<file path="src/hdl/cbc_pkg.sv">
`timescale 1ns / 1ps

package cbc_pkg;

	localparam int unsigned CLOCK_REGS_DFLT = 5;
	localparam int unsigned CLK_BASE = 8;

	localparam logic [1:0] OP_ROM_READ  = 2'd0;
	localparam logic [1:0] OP_ROM_CTRL  = 2'd1;
	localparam logic [1:0] OP_RAM_READ  = 2'd2;
	localparam logic [1:0] OP_RAM_WRITE = 2'd3;

	localparam logic [2:0] MAP_NONE = 3'd0;
	localparam logic [2:0] MAP_MBC1 = 3'd1;
	localparam logic [2:0] MAP_MBC2 = 3'd2;
	localparam logic [2:0] MAP_MBC3 = 3'd3;
	localparam logic [2:0] MAP_MBC5 = 3'd4;

	localparam logic [1:0] CFG_MAPPER   = 2'd0;
	localparam logic [1:0] CFG_ROM_SIZE = 2'd1;
	localparam logic [1:0] CFG_RAM_SIZE = 2'd2;

	typedef enum logic [2:0] {
		RESP_NONE     = 3'd0,
		RESP_OPEN_BUS = 3'd1,
		RESP_ROM_FET  = 3'd2,
		RESP_RAM_FET  = 3'd3,
		RESP_RAM_STO  = 3'd4,
		RESP_INTERNAL = 3'd5
	} resp_kind_t;

endpackage

</file>
<file path="src/hdl/cartridge_bank_controller.sv">
`timescale 1ns / 1ps

// Cartridge bank controller: each accepted bus access gets exactly one result, presented
// on the output from a result register, and a new access can be accepted every cycle
// (one item per clock sustained) while results are taken; the input stalls only while a
// result waits at the output and the input register is full. The access is captured in an
// input register, decoded against the bank registers by shallow mask, compare and add
// logic, and the answer is held in a result register; the bank and clock registers are
// updated in that same cycle, so the next access already sees them. The configuration
// port is always ready and must only be written while no access is in flight.
module cartridge_bank_controller #(
	parameter int unsigned CLOCK_REGS = cbc_pkg::CLOCK_REGS_DFLT
) (
	input  logic        clk,
	input  logic        arst_n,
	input  logic        cfg_valid,
	output logic        cfg_ready,
	input  logic [1:0]  cfg_index,
	input  logic [3:0]  cfg_data,
	input  logic        in_valid,
	output logic        in_ready,
	input  logic [1:0]  operation,
	input  logic [15:0] address,
	input  logic [7:0]  write_data,
	output logic        out_valid,
	input  logic        out_ready,
	output logic [2:0]  response_kind,
	output logic [22:0] mapped_address,
	output logic [7:0]  data_out,
	output logic        upper_nibble_fill
);

	import cbc_pkg::*;

	localparam int unsigned CW = (CLOCK_REGS > 1) ? $clog2(CLOCK_REGS) : 1;
	localparam int unsigned CLK_LAST = CLK_BASE + CLOCK_REGS - 1;

	logic [2:0] mapper_kind_q;
	logic [3:0] rom_size_code_q;
	logic [2:0] ram_size_code_q;

	logic       ram_enabled_q;
	logic [4:0] low_rom_bank_q;
	logic [1:0] upper_bank_bits_q;
	logic       banking_mode_q;
	logic [6:0] seven_bit_rom_bank_q;
	logic [7:0] ram_clock_select_q;
	logic [7:0] latch_previous_q;
	logic [7:0] clock_live_q [CLOCK_REGS];
	logic [7:0] clock_latched_q [CLOCK_REGS];
	logic [8:0] nine_bit_rom_bank_q;
	logic [3:0] four_bit_ram_bank_q;

	logic        valid_s1;
	logic [1:0]  op_s1;
	logic [15:0] addr_s1;
	logic [7:0]  wdata_s1;
	logic        fire_s1;

	logic        out_valid_q;
	resp_kind_t  resp_q;
	logic [22:0] maddr_q;
	logic [7:0]  dout_q;
	logic        fill_q;

	logic [3:0]  rom_shift;
	logic [8:0]  rom_mask;
	logic [23:0] rom_size;
	logic [8:0]  rom_bank;
	logic [4:0]  lo5;
	logic [3:0]  lo4;
	logic [6:0]  lo7;
	logic [15:0] rom_in_off;
	logic [23:0] rom_off;
	logic        rom_ok;

	logic [17:0] ram_size;
	logic [3:0]  nb_mask;
	logic [15:0] ram_off16;
	logic [3:0]  ram_bank;
	logic [17:0] ram_lin;
	logic        ram_ok;
	logic [22:0] ram_idx;

	logic          clk_sel;
	logic [CW-1:0] clk_idx;
	logic          wr_en_code;

	resp_kind_t  resp_d;
	logic [22:0] maddr_d;
	logic [7:0]  dout_d;
	logic        fill_d;

	assign cfg_ready = 1'b1;
	assign fire_s1 = valid_s1 && (!out_valid_q || out_ready);
	assign in_ready = !valid_s1 || fire_s1;

	assign out_valid = out_valid_q;
	assign response_kind = resp_q;
	assign mapped_address = maddr_q;
	assign data_out = dout_q;
	assign upper_nibble_fill = fill_q;

	always_ff @(posedge clk or negedge arst_n) begin
		if (!arst_n) begin
			mapper_kind_q <= MAP_NONE;
			rom_size_code_q <= '0;
			ram_size_code_q <= '0;
		end else if (cfg_valid && cfg_ready) begin
			unique case (cfg_index)
				CFG_MAPPER: mapper_kind_q <= cfg_data[2:0];
				CFG_ROM_SIZE: rom_size_code_q <= cfg_data;
				CFG_RAM_SIZE: ram_size_code_q <= cfg_data[2:0];
				default: ;
			endcase
		end
	end

	always_ff @(posedge clk or negedge arst_n) begin
		if (!arst_n) begin
			valid_s1 <= 1'b0;
		end else if (in_ready) begin
			valid_s1 <= in_valid;
		end
	end

	always_ff @(posedge clk) begin
		if (in_valid && in_ready) begin
			op_s1 <= operation;
			addr_s1 <= address;
			wdata_s1 <= write_data;
		end
	end

	always_comb begin
		rom_shift = (rom_size_code_q > 4'd8) ? 4'd8 : rom_size_code_q;
		rom_mask = 9'((10'd2 << rom_shift) - 10'd1);
		rom_size = 24'h008000 << rom_shift;
		lo5 = (low_rom_bank_q == 5'd0) ? 5'd1 : low_rom_bank_q;
		lo4 = (low_rom_bank_q[3:0] == 4'd0) ? 4'd1 : low_rom_bank_q[3:0];
		lo7 = (seven_bit_rom_bank_q == 7'd0) ? 7'd1 : seven_bit_rom_bank_q;
		rom_bank = '0;
		if (mapper_kind_q == MAP_NONE || addr_s1 < 16'h4000) begin
			rom_in_off = addr_s1;
			if (mapper_kind_q == MAP_MBC1 && banking_mode_q) begin
				rom_bank = {2'b00, upper_bank_bits_q, 5'd0};
			end
		end else begin
			rom_in_off = addr_s1 - 16'h4000;
			unique case (mapper_kind_q)
				MAP_MBC1: rom_bank = {2'b00, upper_bank_bits_q, lo5};
				MAP_MBC2: rom_bank = {5'd0, lo4};
				MAP_MBC3: rom_bank = {2'b00, lo7};
				MAP_MBC5: rom_bank = nine_bit_rom_bank_q;
				default: rom_bank = '0;
			endcase
		end
		rom_off = 24'({rom_bank & rom_mask, 14'd0}) + 24'(rom_in_off);
		rom_ok = (mapper_kind_q <= MAP_MBC5) && (rom_off < rom_size);
	end

	always_comb begin
		ram_size = '0;
		nb_mask = '0;
		if (mapper_kind_q == MAP_MBC2) begin
			ram_size = 18'h00200;
		end else begin
			case (ram_size_code_q)
				3'd1: ram_size = 18'h00800;
				3'd2: ram_size = 18'h02000;
				3'd3: begin
					ram_size = 18'h08000;
					nb_mask = 4'd3;
				end
				3'd4: begin
					ram_size = 18'h20000;
					nb_mask = 4'd15;
				end
				3'd5: begin
					ram_size = 18'h10000;
					nb_mask = 4'd7;
				end
				default: ;
			endcase
		end
		ram_off16 = addr_s1 - 16'hA000;
		unique case (mapper_kind_q)
			MAP_MBC1: ram_bank = banking_mode_q ? {2'b00, upper_bank_bits_q} : 4'd0;
			MAP_MBC3: ram_bank = {2'b00, ram_clock_select_q[1:0]};
			MAP_MBC5: ram_bank = four_bit_ram_bank_q;
			default: ram_bank = '0;
		endcase
		ram_lin = 18'({ram_bank & nb_mask, 13'd0}) + 18'(ram_off16);
		if (!ram_enabled_q || ram_size == 18'd0 || mapper_kind_q > MAP_MBC5) begin
			ram_ok = 1'b0;
		end else if (mapper_kind_q == MAP_MBC2) begin
			ram_ok = 1'b1;
		end else begin
			ram_ok = ram_lin < ram_size;
		end
		ram_idx = (mapper_kind_q == MAP_MBC2) ? {14'd0, ram_off16[8:0]} : {5'd0, ram_lin};
		clk_sel = (mapper_kind_q == MAP_MBC3) && ram_enabled_q &&
			(ram_clock_select_q >= 8'(CLK_BASE)) && (ram_clock_select_q <= 8'(CLK_LAST));
		clk_idx = CW'(ram_clock_select_q - 8'(CLK_BASE));
		wr_en_code = wdata_s1[3:0] == 4'hA;
	end

	always_comb begin
		resp_d = RESP_NONE;
		maddr_d = '0;
		dout_d = '0;
		fill_d = 1'b0;
		unique case (op_s1)
			OP_ROM_READ: begin
				if (rom_ok) begin
					resp_d = RESP_ROM_FET;
					maddr_d = rom_off[22:0];
				end else begin
					resp_d = RESP_OPEN_BUS;
					dout_d = 8'hFF;
				end
			end
			OP_RAM_READ: begin
				if (clk_sel) begin
					resp_d = RESP_INTERNAL;
					dout_d = clock_latched_q[clk_idx];
				end else if (ram_ok) begin
					resp_d = RESP_RAM_FET;
					maddr_d = ram_idx;
					fill_d = mapper_kind_q == MAP_MBC2;
				end else begin
					resp_d = RESP_OPEN_BUS;
					dout_d = 8'hFF;
				end
			end
			OP_RAM_WRITE: begin
				if (!clk_sel && ram_ok) begin
					resp_d = RESP_RAM_STO;
					maddr_d = ram_idx;
					dout_d = (mapper_kind_q == MAP_MBC2) ? {4'd0, wdata_s1[3:0]} : wdata_s1;
				end
			end
			default: ;
		endcase
	end

	always_ff @(posedge clk or negedge arst_n) begin
		if (!arst_n) begin
			ram_enabled_q <= 1'b0;
			low_rom_bank_q <= 5'd1;
			upper_bank_bits_q <= '0;
			banking_mode_q <= 1'b0;
			seven_bit_rom_bank_q <= 7'd1;
			ram_clock_select_q <= '0;
			latch_previous_q <= '0;
			nine_bit_rom_bank_q <= 9'd1;
			four_bit_ram_bank_q <= '0;
			for (int i = 0; i < CLOCK_REGS; i++) begin
				clock_live_q[i] <= '0;
				clock_latched_q[i] <= '0;
			end
		end else if (fire_s1) begin
			if (op_s1 == OP_RAM_WRITE && clk_sel) begin
				clock_live_q[clk_idx] <= wdata_s1;
			end
			if (op_s1 == OP_ROM_CTRL) begin
				unique case (mapper_kind_q)
					MAP_MBC1: begin
						if (addr_s1 < 16'h2000) begin
							ram_enabled_q <= wr_en_code;
						end else if (addr_s1 < 16'h4000) begin
							low_rom_bank_q <= (wdata_s1[4:0] == 5'd0) ? 5'd1 : wdata_s1[4:0];
						end else if (addr_s1 < 16'h6000) begin
							upper_bank_bits_q <= wdata_s1[1:0];
						end else if (addr_s1 < 16'h8000) begin
							banking_mode_q <= wdata_s1[0];
						end
					end
					MAP_MBC2: begin
						if (addr_s1 < 16'h4000) begin
							if (!addr_s1[8]) begin
								ram_enabled_q <= wr_en_code;
							end else begin
								low_rom_bank_q <= (wdata_s1[3:0] == 4'd0) ? 5'd1
									: {1'b0, wdata_s1[3:0]};
							end
						end
					end
					MAP_MBC3: begin
						if (addr_s1 < 16'h2000) begin
							ram_enabled_q <= wr_en_code;
						end else if (addr_s1 < 16'h4000) begin
							seven_bit_rom_bank_q <= (wdata_s1[6:0] == 7'd0) ? 7'd1
								: wdata_s1[6:0];
						end else if (addr_s1 < 16'h6000) begin
							ram_clock_select_q <= wdata_s1;
						end else if (addr_s1 < 16'h8000) begin
							if (latch_previous_q == 8'd0 && wdata_s1 == 8'd1) begin
								for (int i = 0; i < CLOCK_REGS; i++) begin
									clock_latched_q[i] <= clock_live_q[i];
								end
							end
							latch_previous_q <= wdata_s1;
						end
					end
					MAP_MBC5: begin
						if (addr_s1 < 16'h2000) begin
							ram_enabled_q <= wr_en_code;
						end else if (addr_s1 < 16'h3000) begin
							nine_bit_rom_bank_q[7:0] <= wdata_s1;
						end else if (addr_s1 < 16'h4000) begin
							nine_bit_rom_bank_q[8] <= wdata_s1[0];
						end else if (addr_s1 < 16'h6000) begin
							four_bit_ram_bank_q <= wdata_s1[3:0];
						end
					end
					default: ;
				endcase
			end
		end
	end

	always_ff @(posedge clk or negedge arst_n) begin
		if (!arst_n) begin
			out_valid_q <= 1'b0;
		end else if (fire_s1) begin
			out_valid_q <= 1'b1;
		end else if (out_ready) begin
			out_valid_q <= 1'b0;
		end
	end

	always_ff @(posedge clk) begin
		if (fire_s1) begin
			resp_q <= resp_d;
			maddr_q <= maddr_d;
			dout_q <= dout_d;
			fill_q <= fill_d;
		end
	end

	a_low_bank_nonzero: assert property (@(posedge clk) disable iff (!arst_n)
		low_rom_bank_q != 5'd0)
		else $error("low ROM bank register holds zero");

	a_seven_bank_nonzero: assert property (@(posedge clk) disable iff (!arst_n)
		seven_bit_rom_bank_q != 7'd0)
		else $error("seven-bit ROM bank register holds zero");

	a_open_bus_payload: assert property (@(posedge clk) disable iff (!arst_n)
		out_valid_q && resp_q == RESP_OPEN_BUS |-> dout_q == 8'hFF && maddr_q == 23'd0)
		else $error("open bus result with wrong payload");

	a_fill_only_ram_fetch: assert property (@(posedge clk) disable iff (!arst_n)
		out_valid_q && fill_q |-> resp_q == RESP_RAM_FET)
		else $error("nibble fill on a result that is not a RAM fetch");

	a_latch_on_ctrl: assert property (@(posedge clk) disable iff (!arst_n)
		clock_latched_q[0] != $past(clock_latched_q[0]) |->
			$past(fire_s1) && $past(op_s1) == OP_ROM_CTRL)
		else $error("latched clock changed without a control write");

	a_no_overrun: assert property (@(posedge clk) disable iff (!arst_n)
		out_valid_q && !out_ready |=> out_valid_q && $stable(resp_q) && $stable(maddr_q))
		else $error("pending result overwritten");

endmodule
</file>
<file path="config.mk">
export PLATFORM = sky130hd
export DESIGN_NAME = cartridge_bank_controller
export DESIGN_NICKNAME = d
export VERILOG_FILES = /design/src/hdl/cbc_pkg.sv /design/src/hdl/cartridge_bank_controller.sv
export SDC_FILE = /design/constraint.sdc
export NUM_CORES = 1
export LEC_CHECK = 0
export BUFFER_PORTS_ARGS = -buffer_cell sky130_fd_sc_hd__buf_4
export CAP_MARGIN = 10
export CORE_UTILIZATION = 50
export CTS_BUF_LIST = sky130_fd_sc_hd__clkbuf_4 sky130_fd_sc_hd__clkbuf_8
export DETAILED_ROUTE_END_ITERATION = 6
export PLACE_DENSITY = 0.68
export SETUP_SLACK_MARGIN = 0.05
export SLEW_MARGIN = 20
export SYNTH_ARGS = -nofsm -noshare
export SYNTH_HDL_FRONTEND = slang
export SYNTH_SLANG_ARGS = --single-unit
</file>
<file path="constraint.sdc">
create_clock -name clk -period 4.84 [get_ports clk]
set_input_delay 1.452 -clock clk [delete_from_list [all_inputs] [get_ports clk]]
set_output_delay 1.452 -clock clk [all_outputs]
set_load 0.03 [all_outputs]
</file>
==> impl_results.md <==
- Final std cells w/o fill: 1028
- Chip Width: 140.2 µm
- CTS tree: yes
- # fillers: 1509
- Final setup vio count: 0
- Routed wire length: 20.83 mm
- Total grt overflow: 0
- Top-area cell type share of the netlist area: 0.3512
- Post-route clock period utilization: 0.9163
- WP data arrival: 4.78 ns
- List of most frequent post-synthesis cells: dfrtp_1, mux2_2, edfxtp_1
- H-tree depth: 4
- MaxCap Viol Count: 0
- Seq cells post-synth: 198
- Cell count after synthesis: 711
- Required time of the critical path: 5.19 ns
- Final core utilization: 0.5744
- Slew @ Worst Pin: 0.9992 ns
- Placed cells: 996
- Worst min-delay path class: reg -> reg
- Hold Path Depth: 1
- EDFF count, synth: 61
- Ranking of synthesized cells by area: dfrtp_1, edfxtp_1, mux2_2
- Vias per cell: 5.801
- Leak Pwr: 4.734 nW
- Initial antenna violation count: 0
- R2R cell count: 19
- FMAX: 0.2255 GHz
- CTS clk-pin slew, worst paths: 0.11 ns
- Sequential area share after synthesis: 0.5512
- Mapped Area: 9549 µm²
- HPWL after DPL: 14.71 mm
- Wirelength per Cell: 20.26 µm
- Row Count: 50
- ANT cells: 0
- Outcome: finished, final reports clean
- 1st-iter DRT viols: 354
- Num CTS Buffers: 17
- Pwr Density: 343.6 nW/µm²
- Dpl cell area: 10290 µm²
- Most Crowded Layer GR: met2
- Via count: 5963
- Met1 usage: 0.2958
- Die ar.: 19650 µm²
- Seq. cell area: 5268 µm²
- Clock Tree Buf Depth: 2
- Syn avg cell area: 13.43 µm²
- Post-route antenna net violation count: 0
- Area grow syn2layout: 12.51%
- Multi-input gate area: 4009 µm²
- Fin crit period: 4.435 ns
- Core area: 18710 µm²
- Die height: 140.2 µm
- R2R Setup Slk: 0.41 ns
- GP Congestion: 0.9351
- First-pass GRT wire length: 33.08 mm
- Predominant post-synthesis flop cell: dfrtp_1
- Net count after synthesis: 775
- Fin area: 10740 µm²
- Endpoints failing hold: 0
- Max VDD drop: 0.1852 mV
- Unique masters post-synth: 77
- Drt first pass iters: 4
- Critical path type: reg -> reg
- Worst-path fanout max: 16
- Ports: 75
- Vias in the first global route: 6097
- Port bufs: 73
- Initial Utilization: 0.5105
- Share of post-route cells with drive strength above 1: 0.3602
- Largest net degree at the start of global routing: 82
- DRC viols: 0
- Headroom to the max-slew limit: 0.3283
- Sink Count: 198
- GR Util met2: 0.3568
- Dominant cell type by area after synthesis: dfrtp_1
- Final #Nets: 845
- Worst Setup Start Kind: flop
- Met3 usage: 0.04752
- Worst skew pair latency: 0.50 ns
- Count leader, synth: dfrtp_1
- RSZ-0062 raised after global routing: false
- GR Util All Layers: 0.2216
- Post-CTS setup buffers: 0
- Pins Over Slew Limit: 0
- Async set-reset flop share out of synthesis: 0.6919
- Critical Path End Type: flop
- Setup_tns: 0 ns
- Yosys warning total: 0
- Skew final: 0.02508 ns
- CTS Root Cell: clkbuf_8
final timing paths:
check                                    endpoint              startpoint
max                            mapped_address[16]        mapper_kind_q[2]
min                        nine_bit_rom_bank_q[3]  nine_bit_rom_bank_q[3]
max reg2reg                    mapped_address[16]        mapper_kind_q[2]
min reg2reg                nine_bit_rom_bank_q[3]  nine_bit_rom_bank_q[3]
max in group asynchronous      clock_latched_q[0]                  arst_n
min in group asynchronous        clock_live_q[10]                  arst_n
metal layers:
layer  up-vias  routed length, µm
met3        31                830
met4         0                514
met5         -                  0
met1      3050               9499
met2       137               9987
li1       2745                  -
layout make-up:
| type | count | share of cell area |
|---|---|---|
| tap | 234 | 0.02725 |
| clock buffer | 17 | 0.02178 |
| sequential | 198 | 0.4903 |
| multi-input combinational | 461 | 0.3731 |
| clock inverter | 15 | 0.01933 |
| timing repair buffer | 88 | 0.06300 |
| inverter | 15 | 0.005240 |
where the power goes:
part	total (mW)	internal, mW	switching [mW]
combinational	0.592	0.247	0.345
sequential	1.94	1.83	0.111
clock	1.16	0.492	0.664
what timing repair did:
item / 4_1_cts / 5_1_grt
endpoints found under the setup margin: 0 / 28
hold buffers: 0 / 0
gates resized for setup: 0 / 7
endpoints found under the hold margin: 0 / 0
worst max-delay path, cell delays in order (launching register included):
cell and delay, ns:
dfrtp_2 0.51, nor2_1 0.20, nand2_1 0.10, a2111oi_1 0.37, o21ai_0 0.16, a21boi_0 0.20, ha_1 0.21, fa_1 0.25
nand3_1 0.13, nor4_4 0.24, a21o_1 0.18, nand2_1 0.06, ha_1 0.29, nand3_1 0.11, o221ai_1 0.13, a2111oi_1 0.43
buf_4 0.21, and2_1 0.18, buf_4 0.17, a22o_1 0.16
stage by stage:
step	hold slack, ns	setup slack [ns]	total power, mW
after floorplan	0.4528	0.4036	2.332
after global placement	0.4787	0.3828	2.548
after detailed placement	0.4912	0.2449	2.564
after CTS	0.5179	0.2510	3.709
after global routing	0.5274	0.07034	3.848
final	0.5131	0.4053	3.692
kinds of logic after synthesis:
logic type,after synthesis,synth area share
DFF,198,0.5512
and+or+nand+nor,186,0.1132
muxes,152,0.1994
AOI/OAI and AO/OA,85,0.05936
buffers and inverters,52,0.03027
adders and majority gates,27,0.03695
xor gates and xnor gates,10,0.009171
other,1,0.0003927
registers in the layout, summed over array words and instances (netlist names), 2 cells and up:
name,flops
latch_previous_q,8
clock_live_q,40
data_out,8
low_rom_bank_q,5
upper_bank_bits_q,2
rom_size_code_q,4
seven_bit_rom_bank_q,7
ram_clock_select_q,8
nine_bit_rom_bank_q,9
mapped_address,23
response_kind,3
op_s1,2
addr_s1,16
clock_latched_q,40
wdata_s1,8
ram_size_code_q,3
mapper_kind_q,3
four_bit_ram_bank_q,4
cells in the final DEF (no fill, tap or decap), types with 3 or more instances in the layout:
cell type  count
nor4_1         6
nand3b_1       4
xor2_1         4
buf_4         86
and3_1         5
nor4bb_1       3
nand3_1       15
dfrtp_2        3
ha_1          25
a21oi_1       22
dfrtp_1      131
mux2i_1       11
nand4_1        4
nor3_1         9
nor3b_1        6
o21ai_0       24
edfxtp_1      61
nor2b_1       21
clkbuf_8      17
a221o_1        8
nor2_1        27
nand2_1       48
dfstp_2        3
nor4b_1        3
inv_6          3
a22o_1         5
and2_1         7
mux4_2         5
inv_1         15
clkinv_8       3
clkinv_4       3
mux2_2        96
mux2_4        40
xnor2_1        6
a32oi_1        3
Note: power is estimated with default switching activity, not from simulation.
